$ cat src/mhsi_pkg.sv
// ----------------------------------------------------------------------------
// Magnetometer calibration package
// Shared types and constants for the hard/soft-iron calibration core.
// ----------------------------------------------------------------------------
package mhsi_pkg;

  typedef enum logic [1:0] {
    OP_COLLECT  = 2'd0,
    OP_FINALIZE = 2'd1,
    OP_APPLY    = 2'd2,
    OP_NONE     = 2'd3
  } op_t;

  typedef enum logic [2:0] {
    REG_BIAS   = 3'd0,
    REG_ROW_X  = 3'd1,
    REG_ROW_Y  = 3'd2,
    REG_ROW_Z  = 3'd3,
    REG_ENABLE = 3'd4,
    REG_MINS   = 3'd5
  } reg_idx_t;

  localparam int CFG_DATA_W = 48;
  localparam int CFG_IDX_W  = 3;
  localparam int COUNT_W    = 16;

  typedef enum logic [2:0] {
    ST_IDLE,
    ST_DIV,
    ST_MUL,
    ST_ACC,
    ST_OUT
  } exec_state_t;

endpackage

$ cat src/mhsi_if.sv
// ----------------------------------------------------------------------------
// Magnetometer calibration stream interface
// Valid/ready channel carrying an operation and three axis values.
// ----------------------------------------------------------------------------
interface mhsi_in_if #(parameter int SAMPLE_BITS = 16);
  logic                          valid;
  logic                          ready;
  logic [1:0]                    operation;
  logic signed [SAMPLE_BITS-1:0] sample_x;
  logic signed [SAMPLE_BITS-1:0] sample_y;
  logic signed [SAMPLE_BITS-1:0] sample_z;
  modport source (output valid, operation, sample_x, sample_y, sample_z, input ready);
  modport sink (input valid, operation, sample_x, sample_y, sample_z, output ready);
endinterface

interface mhsi_out_if #(parameter int SAMPLE_BITS = 16);
  logic                          valid;
  logic                          ready;
  logic                          status;
  logic                          corrected;
  logic signed [SAMPLE_BITS-1:0] out_x;
  logic signed [SAMPLE_BITS-1:0] out_y;
  logic signed [SAMPLE_BITS-1:0] out_z;
  modport source (output valid, status, corrected, out_x, out_y, out_z, input ready);
  modport sink (input valid, status, corrected, out_x, out_y, out_z, output ready);
endinterface

$ cat src/mag_hard_soft_iron_calibration_core.sv
// ----------------------------------------------------------------------------
// Magnetometer hard/soft-iron calibration core
// Min/max collection, finalize with serial divider, 3x3 correction.
// ----------------------------------------------------------------------------
// A collect or an unused code is answered from the idle state; apply with valid
// coefficients runs three multiply/accumulate passes of one shared product row;
// a successful finalize runs a one-bit-per-cycle restoring divider once per axis.
// A two-beat queue in front accepts beats while the unit works.
module mag_hard_soft_iron_calibration_core #(
  parameter int SAMPLE_BITS    = 16,
  parameter int GAIN_FRAC_BITS = 14
) (
  input  logic                              clk,
  input  logic                              rst_n,
  input  logic                              cfg_we,
  input  logic [mhsi_pkg::CFG_IDX_W-1:0]    cfg_index,
  input  logic [mhsi_pkg::CFG_DATA_W-1:0]   cfg_data,
  mhsi_in_if.sink                           in_ch,
  mhsi_out_if.source                        out_ch
);
  import mhsi_pkg::*;

  logic                     q_valid, q_pop;
  logic [1:0]               q_op;
  logic [3*SAMPLE_BITS-1:0] q_smp;

  mhsi_front #(.SAMPLE_BITS(SAMPLE_BITS)) u_front (
    .clk, .rst_n, .in_ch, .q_valid, .q_pop, .q_op, .q_smp
  );

  mhsi_exec #(.SAMPLE_BITS(SAMPLE_BITS), .GAIN_FRAC_BITS(GAIN_FRAC_BITS)) u_exec (
    .clk, .rst_n, .cfg_we, .cfg_index, .cfg_data,
    .q_valid, .q_pop, .q_op, .q_smp, .out_ch
  );

endmodule

$ cat src/mhsi_front.sv
// ----------------------------------------------------------------------------
// Calibration front end
// Accepts beats into a two-entry queue that feeds the execution unit.
// ----------------------------------------------------------------------------
module mhsi_front #(
  parameter int SAMPLE_BITS = 16
) (
  input  logic                          clk,
  input  logic                          rst_n,
  mhsi_in_if.sink                       in_ch,
  output logic                          q_valid,
  input  logic                          q_pop,
  output logic [1:0]                    q_op,
  output logic [3*SAMPLE_BITS-1:0]      q_smp
);
  import mhsi_pkg::*;

  localparam int EW = 2 + 3*SAMPLE_BITS;

  logic [EW-1:0] mem_r [2];
  logic          wp_r, rp_r;
  logic [1:0]    cnt_r;
  logic          push;

  assign in_ch.ready = (cnt_r != 2'd2);
  assign push        = in_ch.valid && in_ch.ready;
  assign q_valid     = (cnt_r != 2'd0);
  assign {q_op, q_smp} = mem_r[rp_r];

  // Queue storage.
  always_ff @(posedge clk) begin
    if (push) begin
      mem_r[wp_r] <= {in_ch.operation, in_ch.sample_z, in_ch.sample_y, in_ch.sample_x};
    end
  end

  // Queue pointers and fill count.
  always_ff @(posedge clk) begin
    if (!rst_n) begin
      wp_r  <= 1'b0;
      rp_r  <= 1'b0;
      cnt_r <= 2'd0;
    end else begin
      if (push) wp_r <= ~wp_r;
      if (q_pop) rp_r <= ~rp_r;
      cnt_r <= cnt_r + {1'b0, push} - {1'b0, q_pop};
    end
  end

`ifndef SYNTHESIS
  a_no_over: assert property (@(posedge clk) disable iff (!rst_n)
    cnt_r != 2'd3) else $error("queue count out of range");
  a_pop_ok: assert property (@(posedge clk) disable iff (!rst_n)
    q_pop |-> q_valid) else $error("pop from empty queue");
  a_full_stall: assert property (@(posedge clk) disable iff (!rst_n)
    (cnt_r == 2'd2) |-> !in_ch.ready) else $error("full queue accepts");
`endif

endmodule

$ cat src/mhsi_exec.sv
// ----------------------------------------------------------------------------
// Calibration execution unit
// Tracks min/max, finalizes with a serial divider and applies correction.
// ----------------------------------------------------------------------------
module mhsi_exec #(
  parameter int SAMPLE_BITS    = 16,
  parameter int GAIN_FRAC_BITS = 14
) (
  input  logic                                 clk,
  input  logic                                 rst_n,
  input  logic                                 cfg_we,
  input  logic [mhsi_pkg::CFG_IDX_W-1:0]       cfg_index,
  input  logic [mhsi_pkg::CFG_DATA_W-1:0]      cfg_data,
  input  logic                                 q_valid,
  output logic                                 q_pop,
  input  logic [1:0]                           q_op,
  input  logic [3*SAMPLE_BITS-1:0]             q_smp,
  mhsi_out_if.source                           out_ch
);
  import mhsi_pkg::*;

  localparam int SB  = SAMPLE_BITS;
  localparam int GB  = GAIN_FRAC_BITS + 2;
  localparam int RW  = SB + 1;              // range width (unsigned)
  localparam int SW  = RW + 2;              // sum of three ranges
  localparam int NW  = SW + GAIN_FRAC_BITS; // dividend width
  localparam int DW  = RW + 2;              // 3*range width
  localparam int PW  = SB + 1 + GB;         // one product
  localparam int AW  = PW + 2;              // sum of three products
  localparam int DIVC_W = $clog2(NW + 1);
  localparam logic signed [SB-1:0] SMAX = {1'b0, {(SB-1){1'b1}}};
  localparam logic signed [SB-1:0] SMIN = {1'b1, {(SB-1){1'b0}}};
  localparam logic [GB-1:0] GMAX = {1'b0, {(GB-1){1'b1}}};
  localparam logic [GB-1:0] GONE = GB'(1) << GAIN_FRAC_BITS;

  // Configuration registers.
  logic [3*SB-1:0] man_bias_r;
  logic [3*GB-1:0] man_row_r [3];
  logic            man_en_r;
  logic [COUNT_W-1:0] min_smp_r;

  always_ff @(posedge clk) begin
    if (!rst_n) begin
      man_bias_r   <= '0;
      man_row_r[0] <= (3*GB)'(GONE);
      man_row_r[1] <= (3*GB)'(GONE) << GB;
      man_row_r[2] <= (3*GB)'(GONE) << (2*GB);
      man_en_r     <= 1'b0;
      min_smp_r    <= COUNT_W'(40);
    end else if (cfg_we) begin
      case (cfg_index)
        REG_BIAS:   man_bias_r   <= cfg_data[3*SB-1:0];
        REG_ROW_X:  man_row_r[0] <= cfg_data[3*GB-1:0];
        REG_ROW_Y:  man_row_r[1] <= cfg_data[3*GB-1:0];
        REG_ROW_Z:  man_row_r[2] <= cfg_data[3*GB-1:0];
        REG_ENABLE: man_en_r     <= cfg_data[0];
        REG_MINS:   min_smp_r    <= cfg_data[COUNT_W-1:0];
        default: ;
      endcase
    end
  end

  // Calibration state.
  logic signed [SB-1:0] amin_r [3], amax_r [3];
  logic signed [SB-1:0] obias_r [3];
  logic [GB-1:0]        ogain_r [3];
  logic                 seen_r, oval_r;
  logic [COUNT_W-1:0]   cnt_r;

  // Working registers.
  exec_state_t          st_r, st_nxt;
  logic [1:0]           ax_r;
  logic [NW-1:0]        quo_r;
  logic [DW:0]          rem_r;
  logic [DIVC_W-1:0]    dcnt_r;
  logic [SW-1:0]        sum_r;
  logic [RW-1:0]        rng_r [3];
  logic signed [PW-1:0] prod_r [3];
  logic signed [SB:0]   d_r [3];
  logic signed [SB-1:0] res_r [3];
  logic                 ov_r, os_r, oc_r;
  logic                 ov_nxt;
  logic signed [SB-1:0] ox_r, oy_r, oz_r;

  logic signed [SB-1:0] s [3];
  assign s[0] = q_smp[SB-1:0];
  assign s[1] = q_smp[2*SB-1:SB];
  assign s[2] = q_smp[3*SB-1:2*SB];

  logic out_free;
  assign out_free = !ov_r || out_ch.ready;

  assign out_ch.valid     = ov_r;
  assign out_ch.status    = os_r;
  assign out_ch.corrected = oc_r;
  assign out_ch.out_x     = ox_r;
  assign out_ch.out_y     = oy_r;
  assign out_ch.out_z     = oz_r;

  // Combinational helpers.
  logic [DW-1:0]   divisor;
  logic [DW:0]     rem_sh;
  logic            fin_ok;
  logic signed [SB:0] span [3];
  logic [RW-1:0]   rng_c [3];
  logic signed [GB-1:0] mrow [3];
  logic signed [AW-1:0] acc_c;

  always_comb begin
    divisor = DW'(rng_r[ax_r]) + (DW'(rng_r[ax_r]) << 1);
    rem_sh  = {rem_r[DW-1:0], quo_r[NW-1]};
    fin_ok  = seen_r && (cnt_r >= min_smp_r);
    for (int i = 0; i < 3; i++) begin
      span[i]  = (SB+1)'(amax_r[i]) - (SB+1)'(amin_r[i]);
      rng_c[i] = (span[i] <= 0) ? RW'(1) : RW'(span[i]);
    end
    for (int j = 0; j < 3; j++) begin
      mrow[j] = oval_r ? ((ax_r == 2'(j)) ? ogain_r[ax_r] : '0)
                       : man_row_r[ax_r][j*GB +: GB];
    end
    acc_c = AW'(prod_r[0]) + AW'(prod_r[1]) + AW'(prod_r[2])
          + (AW'(1) <<< (GAIN_FRAC_BITS-1));
  end

  // Sequencer next state.
  always_comb begin
    st_nxt = st_r;
    q_pop  = 1'b0;
    case (st_r)
      ST_IDLE: if (q_valid && out_free) begin
        q_pop = 1'b1;
        if (q_op == OP_FINALIZE && fin_ok) st_nxt = ST_DIV;
        else if (q_op == OP_APPLY && (oval_r || man_en_r)) st_nxt = ST_MUL;
      end
      ST_DIV: if (dcnt_r == '0 && ax_r == 2'd2) st_nxt = ST_IDLE;
      ST_MUL: st_nxt = ST_ACC;
      ST_ACC: st_nxt = (ax_r == 2'd2) ? ST_OUT : ST_MUL;
      ST_OUT: if (out_free) st_nxt = ST_IDLE;
      default: st_nxt = ST_IDLE;
    endcase
  end

  always_ff @(posedge clk) begin
    if (!rst_n) st_r <= ST_IDLE;
    else        st_r <= st_nxt;
  end

  // Output valid: cleared when the beat is taken, set when a result is loaded.
  always_comb begin
    ov_nxt = ov_r && !out_ch.ready;
    case (st_r)
      ST_IDLE: if (q_pop && !(q_op == OP_FINALIZE && fin_ok) &&
                   !(q_op == OP_APPLY && (oval_r || man_en_r))) ov_nxt = 1'b1;
      ST_DIV:  if (dcnt_r == '0 && ax_r == 2'd2) ov_nxt = 1'b1;
      ST_OUT:  if (out_free) ov_nxt = 1'b1;
      default: ;
    endcase
  end

  // Control state and output register.
  always_ff @(posedge clk) begin
    if (!rst_n) begin
      seen_r <= 1'b0;
      oval_r <= 1'b0;
      cnt_r  <= '0;
      ov_r   <= 1'b0;
      ax_r   <= 2'd0;
      dcnt_r <= '0;
      for (int i = 0; i < 3; i++) begin
        obias_r[i] <= '0;
        ogain_r[i] <= GONE;
      end
    end else begin
      ov_r <= ov_nxt;
      case (st_r)
        ST_IDLE: if (q_pop) begin
          ax_r <= 2'd0;
          case (q_op)
            OP_COLLECT: begin
              seen_r <= 1'b1;
              if (!seen_r) cnt_r <= COUNT_W'(1);
              else if (cnt_r != '1) cnt_r <= cnt_r + 1'b1;
            end
            OP_FINALIZE: if (fin_ok) begin
              for (int i = 0; i < 3; i++)
                obias_r[i] <= SB'((SB+1)'(amax_r[i]) + (SB+1)'(amin_r[i]) >>> 1);
              dcnt_r <= DIVC_W'(NW);
            end
            default: ;
          endcase
          if (!(q_op == OP_FINALIZE && fin_ok) &&
              !(q_op == OP_APPLY && (oval_r || man_en_r))) begin
            os_r <= (q_op == OP_FINALIZE);
            oc_r <= 1'b0;
            if (q_op == OP_APPLY) begin
              ox_r <= s[0]; oy_r <= s[1]; oz_r <= s[2];
            end else begin
              ox_r <= '0; oy_r <= '0; oz_r <= '0;
            end
          end
        end
        ST_DIV: begin
          if (dcnt_r == '0) begin
            ogain_r[ax_r] <= (quo_r > NW'(GMAX)) ? GMAX : quo_r[GB-1:0];
            if (ax_r == 2'd2) begin
              oval_r <= 1'b1;
              os_r <= 1'b0; oc_r <= 1'b0;
              ox_r <= '0; oy_r <= '0; oz_r <= '0;
            end else begin
              ax_r   <= ax_r + 2'd1;
              dcnt_r <= DIVC_W'(NW);
            end
          end else begin
            dcnt_r <= dcnt_r - 1'b1;
          end
        end
        ST_ACC: ax_r <= (ax_r == 2'd2) ? 2'd0 : ax_r + 2'd1;
        ST_OUT: if (out_free) begin
          os_r <= 1'b0; oc_r <= 1'b1;
          ox_r <= res_r[0]; oy_r <= res_r[1]; oz_r <= res_r[2];
        end
        default: ;
      endcase
    end
  end

  // Datapath: min/max, divider, matrix products.
  always_ff @(posedge clk) begin
    case (st_r)
      ST_IDLE: if (q_pop) begin
        if (q_op == OP_COLLECT) begin
          for (int i = 0; i < 3; i++) begin
            if (!seen_r || s[i] < amin_r[i]) amin_r[i] <= s[i];
            if (!seen_r || s[i] > amax_r[i]) amax_r[i] <= s[i];
          end
        end
        for (int i = 0; i < 3; i++) begin
          rng_r[i] <= rng_c[i];
          d_r[i] <= (SB+1)'(s[i]) - (SB+1)'(oval_r ? obias_r[i]
                                                 : $signed(man_bias_r[i*SB +: SB]));
        end
        sum_r <= SW'(rng_c[0]) + SW'(rng_c[1]) + SW'(rng_c[2]);
        quo_r <= NW'(SW'(rng_c[0]) + SW'(rng_c[1]) + SW'(rng_c[2])) << GAIN_FRAC_BITS;
        rem_r <= '0;
      end
      ST_DIV: begin
        if (dcnt_r == '0) begin
          quo_r <= NW'(sum_r) << GAIN_FRAC_BITS;
          rem_r <= '0;
        end else if (rem_sh >= (DW+1)'(divisor)) begin
          rem_r <= rem_sh - (DW+1)'(divisor);
          quo_r <= {quo_r[NW-2:0], 1'b1};
        end else begin
          rem_r <= rem_sh;
          quo_r <= {quo_r[NW-2:0], 1'b0};
        end
      end
      ST_MUL: for (int j = 0; j < 3; j++) prod_r[j] <= mrow[j] * d_r[j];
      ST_ACC: begin
        res_r[ax_r] <= ((acc_c >>> GAIN_FRAC_BITS) > AW'(SMAX)) ? SMAX :
                       ((acc_c >>> GAIN_FRAC_BITS) < AW'(SMIN)) ? SMIN :
                       SB'(acc_c >>> GAIN_FRAC_BITS);
      end
      default: ;
    endcase
  end

`ifndef SYNTHESIS
  a_out_hold: assert property (@(posedge clk) disable iff (!rst_n)
    (ov_r && !out_ch.ready) |=> (ov_r && $stable({os_r, oc_r, ox_r, oy_r, oz_r})))
    else $error("result changed while waiting");
  a_idle_pop: assert property (@(posedge clk) disable iff (!rst_n)
    q_pop |-> (st_r == ST_IDLE)) else $error("pop while busy");
  a_div_valid: assert property (@(posedge clk) disable iff (!rst_n)
    (st_r == ST_DIV) |-> fin_ok) else $error("divide without data");
`endif

endmodule
$ cat src/flat_wrapper.sv
// flat-port wrapper written by rule: the top's interface ports become plain ports
module mag_hard_soft_iron_calibration_core_flat import mhsi_pkg::*;
#(
  parameter int SAMPLE_BITS    = 16,
  parameter int GAIN_FRAC_BITS = 14
)
  (clk, rst_n, cfg_we, cfg_index, cfg_data, in_ch_valid, in_ch_operation, in_ch_sample_x, in_ch_sample_y, in_ch_sample_z, in_ch_ready, out_ch_valid, out_ch_status, out_ch_corrected, out_ch_out_x, out_ch_out_y, out_ch_out_z, out_ch_ready);
  mhsi_in_if #(.SAMPLE_BITS(SAMPLE_BITS)) in_ch_i ();
  mhsi_out_if #(.SAMPLE_BITS(SAMPLE_BITS)) out_ch_i ();
  input  logic clk;
  input  logic rst_n;
  input  logic cfg_we;
  input  logic [mhsi_pkg::CFG_IDX_W-1:0] cfg_index;
  input  logic [mhsi_pkg::CFG_DATA_W-1:0] cfg_data;
  input wire logic [$bits(in_ch_i.valid)-1:0] in_ch_valid;
  input wire logic [$bits(in_ch_i.operation)-1:0] in_ch_operation;
  input wire logic [$bits(in_ch_i.sample_x)-1:0] in_ch_sample_x;
  input wire logic [$bits(in_ch_i.sample_y)-1:0] in_ch_sample_y;
  input wire logic [$bits(in_ch_i.sample_z)-1:0] in_ch_sample_z;
  output wire logic [$bits(in_ch_i.ready)-1:0] in_ch_ready;
  output wire logic [$bits(out_ch_i.valid)-1:0] out_ch_valid;
  output wire logic [$bits(out_ch_i.status)-1:0] out_ch_status;
  output wire logic [$bits(out_ch_i.corrected)-1:0] out_ch_corrected;
  output wire logic [$bits(out_ch_i.out_x)-1:0] out_ch_out_x;
  output wire logic [$bits(out_ch_i.out_y)-1:0] out_ch_out_y;
  output wire logic [$bits(out_ch_i.out_z)-1:0] out_ch_out_z;
  input wire logic [$bits(out_ch_i.ready)-1:0] out_ch_ready;
  assign in_ch_i.valid = in_ch_valid;
  assign in_ch_i.operation = in_ch_operation;
  assign in_ch_i.sample_x = in_ch_sample_x;
  assign in_ch_i.sample_y = in_ch_sample_y;
  assign in_ch_i.sample_z = in_ch_sample_z;
  assign in_ch_ready = in_ch_i.ready;
  assign out_ch_valid = out_ch_i.valid;
  assign out_ch_status = out_ch_i.status;
  assign out_ch_corrected = out_ch_i.corrected;
  assign out_ch_out_x = out_ch_i.out_x;
  assign out_ch_out_y = out_ch_i.out_y;
  assign out_ch_out_z = out_ch_i.out_z;
  assign out_ch_i.ready = out_ch_ready;
  mag_hard_soft_iron_calibration_core #(.SAMPLE_BITS(SAMPLE_BITS), .GAIN_FRAC_BITS(GAIN_FRAC_BITS)) u_core (.clk(clk), .rst_n(rst_n), .cfg_we(cfg_we), .cfg_index(cfg_index), .cfg_data(cfg_data), .in_ch(in_ch_i), .out_ch(out_ch_i));
endmodule
$ cat config.mk
export PLATFORM = sky130hd
export DESIGN_NAME = mag_hard_soft_iron_calibration_core_flat
export DESIGN_NICKNAME = d
export VERILOG_FILES = /design/src/mhsi_pkg.sv /design/src/mhsi_if.sv /design/src/mag_hard_soft_iron_calibration_core.sv /design/src/mhsi_front.sv /design/src/mhsi_exec.sv /design/src/flat_wrapper.sv
export SDC_FILE = /design/constraint.sdc
export NUM_CORES = 2
export LEC_CHECK = 0
export ABC_AREA = 1
export BUFFER_PORTS_ARGS = -buffer_cell sky130_fd_sc_hd__clkbuf_2
export CAP_MARGIN = 20
export CORE_ASPECT_RATIO = 0.5
export CORE_MARGIN = 2
export CORE_UTILIZATION = 55
export CTS_CLUSTER_SIZE = 40
export DETAILED_ROUTE_END_ITERATION = 6
export PLACE_DENSITY = 0.75
export SETUP_SLACK_MARGIN = 0.05
export SLEW_MARGIN = 20
export SYNTH_ARGS = -nofsm -noshare
export SYNTH_HDL_FRONTEND = slang
export SYNTH_SLANG_ARGS = --single-unit
$ cat constraint.sdc
create_clock -name clk -period 8 [get_ports clk]
set_input_delay 2.4 -clock clk [delete_from_list [all_inputs] [get_ports clk]]
set_output_delay 2.4 -clock clk [all_outputs]
set_load 0.02 [all_outputs]
Word level (Yosys, flattened, before mapping)
Memories as Yosys holds them, arrays and structs flattened. A register that Yosys moved wholly into a read port is not among the register bits.
Cells that the tools add are included.
{"block": "word_totals", "regBits": 220, "mem_bits_rw": 685, "inputBits": 106, "output_inout_bits": 52, "memories": 10}
{"memory": "u_core.u_exec.man_row_r", "depth": 3, "word_bits": 48, "rd": 1, "rd_clocked_by_memory_dff": 1, "wr": 3, "line_no": "mhsi_exec.sv:38", "rtl": "logic [3*GB-1:0] man_row_r [3];"}
{"memory": "u_core.u_front.mem_r", "depth": 2, "word_bits": 50, "rd": 1, "rd_clocked_by_memory_dff": 1, "wr": 1, "line_no": "mhsi_front.sv:20", "rtl": "logic [EW-1:0] mem_r [2];"}
{"memory": "u_core.u_exec.prod_r", "depth": 3, "word_bits": 33, "rd": 3, "rd_clocked_by_memory_dff": 0, "wr": 3, "line_no": "mhsi_exec.sv:78", "rtl": "logic signed [PW-1:0] prod_r [3];"}
{"memory": "u_core.u_exec.d_r", "depth": 3, "word_bits": 17, "rd": 3, "rd_clocked_by_memory_dff": 0, "wr": 3, "line_no": "mhsi_exec.sv:79", "rtl": "logic signed [SB:0] d_r [3];"}
{"memory": "u_core.u_exec.rng_r", "depth": 3, "word_bits": 17, "rd": 1, "rd_clocked_by_memory_dff": 1, "wr": 3, "line_no": "mhsi_exec.sv:77", "rtl": "logic [RW-1:0] rng_r [3];"}
{"memory": "u_core.u_exec.amax_r", "depth": 3, "word_bits": 16, "rd": 3, "rd_clocked_by_memory_dff": 0, "wr": 3, "line_no": "mhsi_exec.sv:64", "rtl": "logic signed [SB-1:0] amin_r [3], amax_r [3];"}
{"memory": "+4 memories"}
{"block": "classes", "add_sub_neg": 23, "multipliers": 3, "order_cmp": 14, "eq_ne": 28, "mux": 155, "n_bitwise": 8, "reduce_logical": 45}
{"cell": "two-way mux 16 bit", "count": 29}
{"cell": "two-way mux 48 bit", "count": 3}
{"cell": "case mux 16 bit (3 select lines)", "count": 3}
{"cell": "two-way mux 17 bit", "count": 6}
{"cell": "multiplier 16 x 17 -> 33 bit", "count": 3}
{"cell": "two-way mux 1 bit", "count": 79}
{"cell": "two-way mux 33 bit", "count": 2}
{"cell": "case mux 33 bit (2 select lines)", "count": 1}
{"cell": "two-way mux 19 bit", "count": 3}
{"cell": "adder 16 x 16 -> 17 bit", "count": 3}
{"cell": "<= comparator 17 x 1 -> 1 bit (second input constant)", "count": 3}
{"cell": "subtractor 16 x 16 -> 17 bit", "count": 3}
{"cell": "subtractor 16 x 17 -> 17 bit", "count": 3}
{"cell": "greater-than comparator 16 bit", "count": 3}
{"cell": "less-than comparator 16 bit", "count": 3}
{"cell": "adder 18 x 17 -> 19 bit", "count": 2}
{"cell": "case mux 19 bit (2 select lines)", "count": 1}
{"cell": "adder 17 x 17 -> 18 bit", "count": 2}
{"cell": "adder 34 x 33 -> 35 bit", "count": 1}
{"cell": "adder 35 x 15 -> 35 bit (second input constant)", "count": 1}
{"cell": "adder 33 x 33 -> 34 bit", "count": 1}
{"cell": "greater-than comparator 33 x 15 -> 1 bit (second input constant)", "count": 1}
{"cell": "two-way mux 6 bit", "count": 5}
{"cell": "two-way mux 2 bit", "count": 11}
{"cell": "other kinds (41)", "count": 104}

Logic depth before layout (Yosys ltp)
{"block": "depth", "depth_word": 10, "depth_mapped": 36, "mapped_depth_nobuf": 34}

Cells and area by module
From an unflattened synthesis, not the netlist that was laid out.
{"block": "unflattened", "cells_unflattened": 8467, "hier_area_um2": 80454.7}
{"mod": "mhsi_exec", "n_inst": 1, "cells_per_inst": 8279, "area_each_um2": 76357.0, "seq_area_each_um2": 23622.7}
{"mod": "mhsi_front", "n_inst": 1, "cells_per_inst": 188, "area_each_um2": 4097.7, "seq_area_each_um2": 3103.0}

Worst setup path after synthesis
Ideal clock, no wire load.
{"block": "synth_timing", "kind": "input-to-reg", "start": "input port cfg_index[1] (netlist bit)", "end": "memory u_core.u_exec.man_row_r[2][0] (netlist bit) (enable)", "setup_ns": 0.586, "arrival_ns": 7.409, "path_slack_ns": 0.005, "path_stages": 2, "n_path_buf": 0, "cell_sequence": "inv_1 -> o41ai_1"}
{"item": "start, declared", "line_no": "flat_wrapper.sv:13", "rtl": "input logic [mhsi_pkg::CFG_IDX_W-1:0] cfg_index;"}
{"item": "end, declared", "line_no": "mhsi_exec.sv:38"}

==> results.ini <==
[clock_tree]
insertion_delay_ns = 0.73
cts_tree = built
ctsLongestPathBuffers = 3
cts.sinks = 924
cts-root-buf = clkbuf_16
path_clk_slew_ns = 0.07
htreeDepth = 3
cts_buffers = 86

[layout]
area.growth.synth_to_final_pct = 8.13
drive_gt1_frac = 0.0611
fin_cells = 10701
final_nets = 10305
fillCellCount = 12167

[floorplan]
coreArea_sq_mm = 0.144
die_w_microns = 544
fp-row-count = 98
io_pins = 158
die_y_microns = 274
initial_core_util = 0.558
dieArea_sq_mm = 0.149

[sta]
setup_violations = 0
finClkSkew_ns = 0.0795
slew_headroom = 0.332
rsz0062_at_grt = no
fmax_mhz = 130
timing.final.crit_share = 0.958
post-route-min-period_ns = 7.66
maxSlewViolCount = 0
hold_violations = 0
setup_ws_ns = 0.335
tns_ns = 0
tightestPinTransition_ns = 1.00

[yosys]
ys_ff_latch = 924
yosysWarnings = 0
ys_seq_area_frac = 0.334
synth_edf_count = 822
synth_cell_types = 72
synth_ff_type = edfxtp_1
synthesis.instances = 8529
synth_area_sq_mm = 0.0801
synthArstFlopShare = 0
postSynthAreaPerCell_sq_um = 9.39

[critical_path]
worstReg2RegStart = u_core.u_exec.ax_r[0]
critical_path_class = reg2reg
critPathLaunchType = flop
crit_buf_inv = 7
critPathCaptureType = flop
ff2ff_setup_slack_ns = 0.34
path_delay_family = adder cells
r2r_cells = 27
crit_start = u_core.u_exec.ax_r[0]
slowest_stage = fa_1
reg2reg_to = u_core.u_exec.prod_r[0][98]
required_ns = 8.40
crit_path_max_fanout = 15
cp.arrival_ns = 8.07
crit_cells = 27
max_stage_delay_ns = 0.53
crit_path_end = u_core.u_exec.prod_r[0][98]

[detailed_routing]
dr.pass1.iters = 6
drtIter0Drc = 6638
num_vias = 60560
ant_nets = 0
drt-vias-per-instance = 5.66
routed_wl_microns = 236000
avgRoutedWirePerCell_microns = 22.1
drc_errors = 0

[global_route]
grt_antenna_before_repair = 9
grt_pass1_vias = 59139
grt_pass1_wl_microns = 355000
grtUsageTotal = 0.319
grt_overflow = 0
grt_max_degree = 97

[hold_path]
hold_path_class = reg2reg

[outcome]
status = finished, final reports clean

[placement]
dp_hpwl_microns = 189000
io_buffers = 157
dp_slack_ns = 0.471
gp_congestion = 1.01
dp.cells = 10531

[run]
drv_cap = 0

## registers in the layout (all words and copies together) (netlist names), 33 cells and up, named ones only
name	count
u_core.u_exec.amin_r	48
u_core.u_exec.d_r	51
u_core.u_exec.man_row_r	144
u_core.u_exec.obias_r	48
u_core.u_front.mem_r	100
u_core.u_exec.res_r	48
u_core.u_exec.amax_r	48
u_core.u_exec.prod_r	99
u_core.u_exec.ogain_r	64
u_core.u_exec.quo_r	33
u_core.u_exec.rng_r	51
u_core.u_exec.man_bias_r	48
## stage by stage
| stage | cell area (sq um) | hold WS [ns] | utilization |
|---|---|---|---|
| after floorplan | 80200 | 0.444 | - |
| after global placement | 83400 | 0.454 | 0.581 |
| after detailed placement | 83400 | 0.461 | 0.581 |
| after CTS | 86500 | 0.471 | 0.602 |
| after global routing | 86600 | 0.494 | 0.603 |
| final | 86600 | 0.473 | 0.603 |
## per-layer routing
metal / track usage / wire [microns] / vias up
met5: 0 / 7 / -
met4: 0.127 / 10400 / 2
met3: 0.0837 / 26800 / 508
met2: 0.485 / 104000 / 2861
met1: 0.439 / 95200 / 29621
li1: - / - / 27568
## area by class of cell
class / count / area [sq um] / area share
antenna: 2 / 5.00 / 0.0000578
clock buffer: 103 / 2270 / 0.0262
clock inverter: 55 / 766 / 0.00884
inverter: 1604 / 6050 / 0.0699
multi-input combinational: 5766 / 46500 / 0.537
sequential: 924 / 26700 / 0.309
tap: 1950 / 2440 / 0.0282
timing repair buffer: 297 / 1890 / 0.0218
## logic make-up after synthesis
kind of cell | share of synthesized area
adder cells (fa/ha/maj) | 0.321
multiplexers | 0.00525
flip-flops | 0.334
buffers and inverters | 0.0884
AO/OA/AOI/OAI | 0.0813
AND/OR/NAND/NOR | 0.141
XOR/XNOR | 0.0297
other | 0.0000468
## worst min path at each step
stage	start	end	depth (start not counted)
final	u_core.u_exec.dcnt_r[5]	u_core.u_exec.dcnt_r[5]	2
after detailed placement	u_core.u_exec.dcnt_r[5]	u_core.u_exec.dcnt_r[5]	2
after global placement	u_core.u_exec.dcnt_r[5]	u_core.u_exec.dcnt_r[5]	2
after CTS	u_core.u_exec.dcnt_r[5]	u_core.u_exec.dcnt_r[5]	2
after global routing	u_core.u_front.cnt_r[1]	u_core.u_front.cnt_r[1]	1
after floorplan	u_core.u_front.cnt_r[1]	u_core.u_front.cnt_r[1]	1
## placed cells by master, fill, tap and decap left out, types with 99 or more instances in the layout
| cell type | netlist | routed |
|---|---|---|
| inv_1 | 1570 | 1562 |
| nand2_1 | 1475 | 1469 |
| nor2_1 | 909 | 901 |
| fa_1 | 888 | 887 |
| edfxtp_1 | 822 | 822 |
| ha_1 | 632 | 632 |
| a21oi_1 | 529 | 529 |
| o21ai_0 | 274 | 273 |
| nand3_1 | 200 | 200 |
| xor2_1 | 179 | 179 |
| clkbuf_2 | 1 | 156 |
| buf_4 | 7 | 135 |
| dfxtp_1 | 102 | 99 |
## tightest hold or removal path: stages, from the launching register on
cell	delay, ns
dfxtp_1	0.31
nand2_1	0.06
a21oi_1	0.06
## synthesized netlist by cell type, types with 7 or more instances
cell       instances  area share
nand4_1           48      0.0037
buf_2             76      0.0047
dfxtp_1          102       0.025
a21boi_0          17      0.0016
inv_2             11     0.00052
a21o_1            30      0.0028
xnor2_1           93       0.010
clkbuf_1         118      0.0055
o2111ai_1          7     0.00077
nor3_1            84      0.0052
a32o_1            43      0.0054
a211oi_1          12      0.0011
nor3b_1            7     0.00066
nand3b_1          11      0.0010
a31oi_1           20      0.0016
edfxtp_1         822        0.31
ha_1             632       0.099
buf_1             37      0.0017
mux2i_1           42      0.0052
o211ai_1          57      0.0053
a22oi_1           14      0.0013
or2_2             15      0.0012
a21oi_1          529       0.033
xor2_1           179       0.020
o21bai_1          23      0.0022
nor4_1            17      0.0013
nand2_1         1475       0.069
fa_1             888        0.22
o21ai_1           21      0.0013
clkinv_1          23      0.0011
o21a_1            11      0.0010
o21ai_0          274       0.017
nor2_1           909       0.043
nand3_1          200       0.012
o31ai_1           20      0.0019
inv_1           1570       0.074
o22ai_1           16      0.0012
buf_4              7     0.00066
## what timing repair did
| action | 4_1_cts | 5_1_grt |
|---|---|---|
| endpoints found under the setup margin | 0 | 13 |
| hold endpoints to repair | 0 | 0 |
| setup buffers | 0 | 7 |
| hold buffers | 0 | 0 |
| gates resized for setup | 0 | 14 |
Power is not shown: default switching activity piles up to over one toggle a cycle in this logic, so the estimate is an artifact.
